`src/sv/sctc_pkg.sv`:
```
package sctc_pkg;

	localparam int BANKS     = 4;
	localparam int CAS_LIMIT = 8;
	localparam int BANK_W    = 2;
	localparam int CAS_W     = (CAS_LIMIT > 1) ? $clog2(CAS_LIMIT) : 1;

	typedef enum logic [2:0] {
		CMD_OTHER = 3'd0,
		CMD_ACT   = 3'd1,
		CMD_PRE   = 3'd2,
		CMD_RD    = 3'd3,
		CMD_WR    = 3'd4
	} cmd_t;

	typedef enum logic [2:0] {
		REG_T_RC  = 3'd0,
		REG_T_RCD = 3'd1,
		REG_T_RAS = 3'd2,
		REG_T_RP  = 3'd3,
		REG_T_RRD = 3'd4,
		REG_T_WR  = 3'd5,
		REG_T_CL  = 3'd6
	} reg_idx_t;

	typedef struct packed {
		logic [5:0] t_rc;
		logic [4:0] t_rcd;
		logic [5:0] t_ras;
		logic [4:0] t_rp;
		logic [4:0] t_rrd;
		logic [4:0] t_wr;
		logic [4:0] t_cl;
	} cfg_t;

	typedef struct packed {
		logic              chip_select_n;
		logic              clock_enable;
		logic [2:0]        req_type;
		logic [BANK_W-1:0] cmd_bank;
		logic [3:0]        cas_length;
		logic [2:0]        query_type;
		logic [BANK_W-1:0] query_bank;
	} item_t;

	typedef struct packed {
		logic [BANKS-1:0] act_ok;
		logic [BANKS-1:0] pre_ok;
		logic [BANKS-1:0] rd_ok;
		logic [BANKS-1:0] wr_ok;
		logic             query_allowed;
	} result_t;

	function automatic logic [5:0] minus_one(input logic [5:0] v);
		return (v == 6'd0) ? 6'd0 : v - 6'd1;
	endfunction

endpackage

```
`src/sv/sctc_timer.sv`:
```
module sctc_timer (
	input  logic            clk,
	input  logic            arst_n,
	input  logic            adv,
	input  sctc_pkg::item_t item,
	input  sctc_pkg::cfg_t  cfg,
	output sctc_pkg::result_t res_q
);
	import sctc_pkg::*;

	// bus counters; no bus precharge counter is kept, so precharge waits on the bank alone
	logic [4:0]       bus_act_q, bus_act_n;
	logic [CAS_W-1:0] bus_rd_q, bus_rd_n;
	logic [6:0]       bus_wr_q, bus_wr_n;

	logic [5:0] bank_act_q [BANKS];
	logic [5:0] bank_pre_q [BANKS];
	logic [4:0] bank_rd_q  [BANKS];
	logic [4:0] bank_wr_q  [BANKS];
	logic [5:0] bank_act_n [BANKS];
	logic [5:0] bank_pre_n [BANKS];
	logic [4:0] bank_rd_n  [BANKS];
	logic [4:0] bank_wr_n  [BANKS];

	logic       cmd_vld;
	logic [3:0] cas_m1;
	logic [CAS_W-1:0] burst;
	logic [4:0] lim_bus_act;
	logic [CAS_W-1:0] lim_bus_rd;
	logic [6:0] lim_bus_wr;
	logic [5:0] lim_act, lim_pre;
	logic [4:0] lim_rw;
	logic [5:0] rcd_rp;
	logic [3:0] flags [BANKS];
	result_t    res_n;

	assign cmd_vld = !item.chip_select_n && item.clock_enable;
	assign cas_m1  = (item.cas_length == 4'd0) ? 4'd0 : item.cas_length - 4'd1;
	assign burst   = (32'(cas_m1) > CAS_LIMIT - 1) ? CAS_W'(CAS_LIMIT - 1) : CAS_W'(cas_m1);
	assign rcd_rp  = {1'b0, cfg.t_rcd} + {1'b0, cfg.t_rp};

	always_comb begin
		lim_bus_act = '0;
		lim_bus_rd  = '0;
		lim_bus_wr  = '0;
		lim_act     = '0;
		lim_pre     = '0;
		lim_rw      = '0;
		case (item.req_type)
			CMD_ACT: begin
				if (rcd_rp < cfg.t_rc)
					lim_act = minus_one(cfg.t_rc);
				lim_rw      = 5'(minus_one({1'b0, cfg.t_rcd}));
				lim_pre     = minus_one(cfg.t_ras);
				lim_bus_act = 5'(minus_one({1'b0, cfg.t_rrd}));
			end
			CMD_PRE: begin
				lim_act = minus_one({1'b0, cfg.t_rp});
			end
			CMD_RD: begin
				lim_pre     = 6'(burst);
				lim_bus_rd  = burst;
				lim_bus_wr  = 7'(burst) + 7'(cfg.t_wr) + 7'(cfg.t_cl);
			end
			CMD_WR: begin
				lim_pre     = 6'(burst);
				lim_bus_rd  = burst;
				lim_bus_wr  = 7'(burst);
			end
			default: ;
		endcase
	end

	// bus: count down, then raise
	always_comb begin
		bus_act_n = (bus_act_q == '0) ? '0 : bus_act_q - 5'd1;
		bus_rd_n  = (bus_rd_q == '0) ? '0 : bus_rd_q - CAS_W'(1);
		bus_wr_n  = (bus_wr_q == '0) ? '0 : bus_wr_q - 7'd1;
		if (cmd_vld) begin
			if (bus_act_n < lim_bus_act) bus_act_n = lim_bus_act;
			if (bus_rd_n < lim_bus_rd)   bus_rd_n  = lim_bus_rd;
			if (bus_wr_n < lim_bus_wr)   bus_wr_n  = lim_bus_wr;
		end
	end

	// banks: raise, take flags, then count down
	always_comb begin
		logic       hit;
		logic [5:0] a, p;
		logic [4:0] r, w;
		for (int i = 0; i < BANKS; i++) begin
			hit = cmd_vld && (item.cmd_bank == BANK_W'(i));
			a = bank_act_q[i];
			p = bank_pre_q[i];
			r = bank_rd_q[i];
			w = bank_wr_q[i];
			if (hit && a < lim_act) a = lim_act;
			if (hit && p < lim_pre) p = lim_pre;
			if (hit && r < lim_rw)  r = lim_rw;
			if (hit && w < lim_rw)  w = lim_rw;
			flags[i][0] = (a == '0) && (bus_act_n == '0);
			flags[i][1] = (p == '0);
			flags[i][2] = (r == '0) && (bus_rd_n == '0);
			flags[i][3] = (w == '0) && (bus_wr_n == '0);
			bank_act_n[i] = (a == '0) ? '0 : a - 6'd1;
			bank_pre_n[i] = (p == '0) ? '0 : p - 6'd1;
			bank_rd_n[i]  = (r == '0) ? '0 : r - 5'd1;
			bank_wr_n[i]  = (w == '0) ? '0 : w - 5'd1;
		end
	end

	always_comb begin
		for (int i = 0; i < BANKS; i++) begin
			res_n.act_ok[i] = flags[i][0];
			res_n.pre_ok[i] = flags[i][1];
			res_n.rd_ok[i]  = flags[i][2];
			res_n.wr_ok[i]  = flags[i][3];
		end
		case (item.query_type)
			CMD_ACT: res_n.query_allowed = flags[item.query_bank][0];
			CMD_PRE: res_n.query_allowed = flags[item.query_bank][1];
			CMD_RD:  res_n.query_allowed = flags[item.query_bank][2];
			CMD_WR:  res_n.query_allowed = flags[item.query_bank][3];
			default: res_n.query_allowed = 1'b1;
		endcase
	end

	always_ff @(posedge clk or negedge arst_n) begin
		if (!arst_n) begin
			bus_act_q <= '0;
			bus_rd_q  <= '0;
			bus_wr_q  <= '0;
			res_q     <= '0;
			for (int i = 0; i < BANKS; i++) begin
				bank_act_q[i] <= '0;
				bank_pre_q[i] <= '0;
				bank_rd_q[i]  <= '0;
				bank_wr_q[i]  <= '0;
			end
		end else if (adv) begin
			bus_act_q <= bus_act_n;
			bus_rd_q  <= bus_rd_n;
			bus_wr_q  <= bus_wr_n;
			res_q     <= res_n;
			for (int i = 0; i < BANKS; i++) begin
				bank_act_q[i] <= bank_act_n[i];
				bank_pre_q[i] <= bank_pre_n[i];
				bank_rd_q[i]  <= bank_rd_n[i];
				bank_wr_q[i]  <= bank_wr_n[i];
			end
		end
	end

	// a read or write raises the write wait at least as far as the read wait
	a_wr_covers_rd: assert property (@(posedge clk) disable iff (!arst_n)
		7'(bus_rd_q) <= bus_wr_q)
		else $error("bus write wait below bus read wait");

	a_bus_act_blocks: assert property (@(posedge clk) disable iff (!arst_n)
		(bus_act_q != '0) |-> (res_q.act_ok == '0))
		else $error("activate allowed while bus activate wait pending");

	a_hold: assert property (@(posedge clk) disable iff (!arst_n)
		!adv |=> ($stable(bus_wr_q) && $stable(bus_act_q) && $stable(res_q)))
		else $error("timer state changed without an item");

endmodule

```
`config.mk`:
```
export PLATFORM = sky130hd
export DESIGN_NAME = sctc_timer
export DESIGN_NICKNAME = d
export VERILOG_FILES = /design/src/sv/sctc_pkg.sv /design/src/sv/sctc_timer.sv
export SDC_FILE = /design/constraint.sdc
export NUM_CORES = 1
export LEC_CHECK = 0
export BUFFER_PORTS_ARGS = -buffer_cell sky130_fd_sc_hd__buf_2
export CORE_ASPECT_RATIO = 0.6
export CORE_MARGIN = 2
export CORE_UTILIZATION = 25
export CTS_CLUSTER_DIAMETER = 150
export CTS_CLUSTER_SIZE = 28
export DETAILED_ROUTE_END_ITERATION = 7
export PLACE_DENSITY_LB_ADDON = 0.2
export SYNTH_ARGS = -nofsm -noshare
export SYNTH_HDL_FRONTEND = slang
export SYNTH_SLANG_ARGS = --single-unit
```
`constraint.sdc`:
```
create_clock -name clk -period 10 [get_ports clk]
set_input_delay 2 -clock clk [delete_from_list [all_inputs] [get_ports clk]]
set_output_delay 2 -clock clk [all_outputs]
set_load 0.05 [all_outputs]
```
======== Word-level counts from Yosys, hierarchy flattened ========
Cells that the tools add are included.
word-level totals
  flip-flop bits (word level) ............. 120
  input port bits ......................... 56
  output and inout port bits .............. 17
  logic and storage cells ................. 209
cells by class
  $add $sub $neg .......................... 28
  $lt $le $gt $ge ......................... 22
  equality and inequality tests ........... 11
  muxes and demuxes ....................... 59
  bitwise gates (word level) .............. 1
  reductions and logical operators ........ 64
operators by type and width
  kind                 count
  $mux 6               20
  $mux 5               23
  $logic_not 5->1      13
  $logic_not 6->1      10
  $sub 6x1->6 const B  10
  $sub 5x1->5 const B  11
  $lt 6x6->1           9
  $lt 5x5->1           9
  $logic_and 1x1->1    33
  $pmux 6 s2           2
  $mux 7               3
  $mux 3               5
  $logic_not 7->1      2
  $pmux 7 s2           1
  $eq 3x2->1 const B   4
  $mux 4               3
  $bmux 4 s2           1
  $add 6x5->7          1
  $lt 7x7->1           1
  $sub 7x1->7 const B  1
  $add 3x5->6          1
  $add 5x5->6          1
  $eq 3x1->1 const B   2
  $eq 3x3->1 const B   2
  other kinds (15)     17

======== Depth between registers and ports, before layout ========
  depth in word-level cells ............... 16
  depth in mapped cells ................... 27
  gate-level depth less buffers ........... 25

======== Worst setup path after synthesis ========
Ideal clock, no wire load.
  path kind ............................... input to register
  from .................................... input cfg[15] in the netlist's numbering
  to ...................................... register res_q[0] in the netlist's numbering
  library setup time ...................... 0.082 ns
  data arrival time ....................... 6.758 ns
  data required time ...................... 9.918 ns
  setup slack ............................. 3.160 ns
  stages on the path ...................... 25
  buffers on the path ..................... 2
  cell sequence ........................... ha_1 -> fa_1 -> a21o_1 -> a21oi_1 -> xnor2_1 -> ha_1 -> a21oi_1 -> o221ai_1 -> buf_2 -> o22ai_1 -> inv_1 -> ha_1 -> a21o_1 -> a21oi_1 -> o211ai_1 -> a21oi_1 -> and2_1 -> buf_2 -> mux2i_1 -> ha_1 -> nand3_1 -> o22ai_1 -> a32oi_1 -> or2_1 -> a31oi_1
between the ends
  longest elaborated chain between the ends .. 13
  elaborated cells between the ends (all ways) .. 31
  classes of those cells .................. add/sub (2); order compare (5); mux (11); reduce/logical (13)
ends and longest elaborated chain
  what                      line               text
  start, declared           sctc_timer.sv:6    input sctc_pkg::cfg_t cfg,
  $add 5x5->6               sctc_timer.sv:40   assign rcd_rp = {1'b0, cfg.t_rcd} + {1'b0, cfg.t_rp};
  $lt 6x6->1                sctc_timer.sv:51   if (rcd_rp < cfg.t_rc)
  $mux 6                    sctc_timer.sv:51
  $pmux 6 s2 (*)            sctc_timer.sv:49   case (item.req_type)
  $lt 6x6->1                sctc_timer.sv:97   if (hit && a < lim_act) a = lim_act;
  $logic_and 1x1->1         sctc_timer.sv:97
  $mux 6                    sctc_timer.sv:97
  $logic_not 6->1           sctc_timer.sv:101  flags[i][0] = (a == '0) && (bus_act_n == '0);
  $logic_and 1x1->1         sctc_timer.sv:101
  $bmux 4 s2 (*)            sctc_timer.sv:120  CMD_ACT: res_n.query_allowed = flags[item.query_bank][0];
  $mux 4 (*) (2 in series)  --
  $pmux 1 s4 (*)            sctc_timer.sv:119  case (item.query_type)
  end signal, assigned      sctc_timer.sv:144  res_q <= res_n;
  end, declared             sctc_timer.sv:7    output sctc_pkg::result_t res_q
Mark *: on every way between the ends. The rest lies on a longest branch, timed or not. The select of a mux whose other input is x is not followed.
A chain may end at the register's enable or synchronous reset.

======== Final worst setup path ========
Same ends and word-level chain as after synthesis.

==> impl_metrics.json <==
{
  "area_delta_synth_final_pct": 13.70,
  "avgSynthCellArea_um2": 8.401,
  "yosys_most_used_dff": "dfrtp_1",
  "syn-num-nets": 1670,
  "cts_tree": "done",
  "dr.first_iter.drc_count": 783,
  "vias_per_cell": 5.269,
  "rows": 63,
  "critPathKind": "input port to flip-flop",
  "ys_types": 88,
  "grt_pass1_wl_um": 64460,
  "ir_drop_v": 0.0001290,
  "globalRouteOverflowTotal": 0,
  "finalCritPeriodShare": 0.7759,
  "fp.dieH_um": 176.5,
  "grt_use_total": 0.1598,
  "async_flop_share": 1.000,
  "fin_tns_setup_ns": 0,
  "hp-class": "flip-flop to flip-flop",
  "p_total_mw": 3.153,
  "hold_buffers": 0,
  "post-route-util": 0.2866,
  "synth_area_leaders": "dfrtp_1 24%, ha_1 13%, mux2i_1 5.7%",
  "clock_latency_ns": 0.45,
  "status": "complete, no violations",
  "die_area_um2": 51450,
  "ios": 73,
  "max_freq_ghz": 0.1289,
  "r2r.worst_path.cells": 14,
  "final_net_count": 1722,
  "drt_pre_antenna_iters": 5,
  "grt_max_degree": 68,
  "fin_crit_ns": 7.759,
  "htreeDepth": 4,
  "cts.sinks": 120,
  "fin_skew_ns": 0.01040,
  "die_w_um": 291.5,
  "rsz0062_at_grt": "false",
  "core_um2": 49190,
  "post-cts-setup-buffers": 0,
  "max_cap_viol_count": 0,
  "startpoint": "cfg[15]",
  "reg2reg_slack_ns": 5.66,
  "synth_top_area_cell": "dfrtp_1",
  "initial_core_util": 0.2521,
  "ctsResizeCount": 0,
  "nFillCells": 5314,
  "clockBufferDepth": 2,
  "clock-root-buffer": "clkbuf_16",
  "relSlewSlack": 0.3252,
  "drc": 0,
  "setup_viol": 0,
  "crit_end": "res_q[0]$_DFFE_PN0P_",
  "syn_inst": 1476,
  "place_area_um2": 13500,
  "synth_area_um2": 12400,
  "synth_top_area_frac": 0.2422,
  "yosys_warnings": 0,
  "worstReg2RegEnd": "res_q[0]$_DFFE_PN0P_",
  "io_buffer_count": 72,
  "ys_seq_elements": 120,
  "finalMaxSlewViolations": 0,
  "total_leakage_power_nw": 5.754,
  "vias": 11550,
  "final_area_um2": 14100,
  "worstPathMaxFanout": 13,
  "startpoint_type": "input port",
  "totalWireLength_um": 40730,
  "r2r_start": "bank_wr_q[1]$_DFFE_PN0P_",
  "cts_buffers": 17,
  "endpoint_kind": "flip-flop",
  "gp_congestion": 0.8296,
  "p_per_area_nw_per_um2": 223.6,
  "synth_edf_count": 0,
  "routedWlPerCell_um": 18.58,
  "grt_pass1_vias": 11050,
  "cts.reportedPaths.clkPinSlew_ns": 0.06,
  "crit_required_ns": 10.37,
  "worstPathArrival_ns": 8.13,
  "drive_above_1_share": 0.1272,
  "postRouteAntennaNets": 0,
  "antenna_found_initial": 2,
  "worstMarginPinSlew_ns": 1.004,
  "synth.yosys.seq_area_share": 0.2422,
  "dpl.hpwl_um": 29910,
  "hold_viol": 0
}
[layout by cell type, fill, tap and decap left out, drive strengths merged, types with 15 or more instances in the layout]
master	synthesis	routed
o21ai	94	94
mux2i	70	70
o22ai	15	15
nor3	44	44
and2	15	15
nand2b	19	19
nand3	44	44
a22oi	25	25
nor2	112	112
o211ai	19	19
nor2b	15	15
a21o	26	26
o21a	20	20
or3	20	20
xnor2	17	17
buf	21	97
inv	79	83
clkbuf	43	19
a21oi	66	66
mux2	31	31
o2bb2ai	37	37
ha	133	133
o31ai	30	30
dfrtp	120	120
a211oi	16	16
nand2	150	150
[power by group]
part	internal, mW	leakage [nW]	switching, mW
clock network	0.382	0.283	0.267
registers	0.666	1.45	0.251
logic	0.693	4.02	0.893
[worst max-delay path: stages]
cell      delay (ns)
buf_2           0.14
ha_1            0.21
fa_1            0.41
a21o_1          0.17
a21oi_1         0.17
xnor2_1         0.15
ha_1            0.27
a21oi_1         0.13
o221ai_1        0.12
buf_4           0.21
o22ai_1         0.46
inv_1           0.36
ha_1            0.39
a21o_1          0.18
a21oi_1         0.15
o211ai_1        0.11
a21oi_1         0.28
and2_1          0.41
mux2i_1         0.29
ha_1            0.22
nand3_1         0.10
o22ai_1         0.68
a32oi_1         0.09
or2_1           0.26
a31oi_1         0.16
[sequential cells by signal (all words and copies together) (netlist names)]
signal	count
bank_act_q	24
bank_pre_q	24
bank_rd_q	20
bank_wr_q	20
res_q	17
bus_wr_q	7
bus_act_q	5
bus_rd_q	3
[through the flow]
step | hold slack (ns) | setup slack, ns | std cells
after global routing | 0.5217 | 1.702 | 2192
after global placement | 0.4705 | 1.994 | 2159
final | 0.5005 | 2.241 | 2192
after detailed placement | 0.4851 | 1.861 | 2159
after CTS | 0.5012 | 2.300 | 2191
after floorplan | 0.4679 | 3.160 | 1476
[logic make-up after synthesis]
group / share of synthesized area
adders and majority gates: 0.1423
and+or+nand+nor: 0.1964
DFF: 0.2422
xor gates and xnor gates: 0.01554
buffers and inverters: 0.04642
muxes: 0.08648
AOI/OAI and AO/OA: 0.2707
[worst min-delay path by stage]
| stage | cells past startpoint | from | slack [ns] | end |
|---|---|---|---|---|
| after floorplan | 2 | bank_pre_q[12]$_DFFE_PN0P_ | 0.47 | bank_pre_q[12]$_DFFE_PN0P_ |
| final | 1 | res_q[13]$_DFFE_PN0P_ | 0.50 | res_q[13]$_DFFE_PN0P_ |
| after global placement | 1 | res_q[13]$_DFFE_PN0P_ | 0.47 | res_q[13]$_DFFE_PN0P_ |
| after global routing | 1 | res_q[13]$_DFFE_PN0P_ | 0.52 | res_q[13]$_DFFE_PN0P_ |
| after detailed placement | 1 | res_q[13]$_DFFE_PN0P_ | 0.49 | res_q[13]$_DFFE_PN0P_ |
| after CTS | 1 | res_q[13]$_DFFE_PN0P_ | 0.50 | res_q[13]$_DFFE_PN0P_ |
[layout make-up]
type	instances	area [um2]	area share
multi-input combinational	1211	8821	0.6257
sequential	120	3003	0.2130
tap	650	813.3	0.05769
timing repair buffer	97	556.8	0.03949
clock buffer	19	452.9	0.03213
inverter	81	305.3	0.02165
clock inverter	13	143.9	0.01021
antenna	1	2.502	0.0001775
[layer usage]
| layer | up-vias | share of wire | routed length [um] | GRT usage |
|---|---|---|---|---|
| met2 | 196 | 0.43 | 17590 | 0.2417 |
| met5 | - | 0 | 0 | 0 |
| met4 | 0 | 0.015 | 622 | 0.04059 |
| met3 | 44 | 0.035 | 1446 | 0.02858 |
| met1 | 5635 | 0.52 | 21070 | 0.2327 |
| li1 | 5674 | - | - | - |
[cells in the mapped netlist, types with 5 or more instances]
| cell type | count |
|---|---|
| and3_1 | 11 |
| nor2b_1 | 15 |
| nand2b_1 | 19 |
| mux2i_1 | 70 |
| or3_1 | 20 |
| inv_1 | 79 |
| and4_1 | 5 |
| o21a_1 | 20 |
| a21oi_1 | 66 |
| a21o_1 | 26 |
| a211oi_1 | 14 |
| a31o_2 | 6 |
| a32o_1 | 11 |
| nand3_1 | 44 |
| fa_1 | 5 |
| a31oi_1 | 12 |
| nor3b_1 | 11 |
| ha_1 | 133 |
| o211ai_1 | 18 |
| o2bb2ai_1 | 37 |
| xnor2_1 | 17 |
| dfrtp_1 | 120 |
| o22ai_1 | 13 |
| o2111ai_1 | 14 |
| a2111oi_4 | 7 |
| xor2_1 | 5 |
| a22o_1 | 10 |
| or2_2 | 6 |
| nand4_1 | 6 |
| clkbuf_1 | 43 |
| nor4_1 | 13 |
| nor2_1 | 112 |
| o21ai_0 | 88 |
| mux2_2 | 31 |
| a22oi_1 | 25 |
| o31ai_1 | 30 |
| a211o_1 | 7 |
| buf_2 | 16 |
| and2_1 | 14 |
| nand2_1 | 150 |
| nor3_1 | 43 |
No activity file was read; power rests on OpenSTA's default activity.
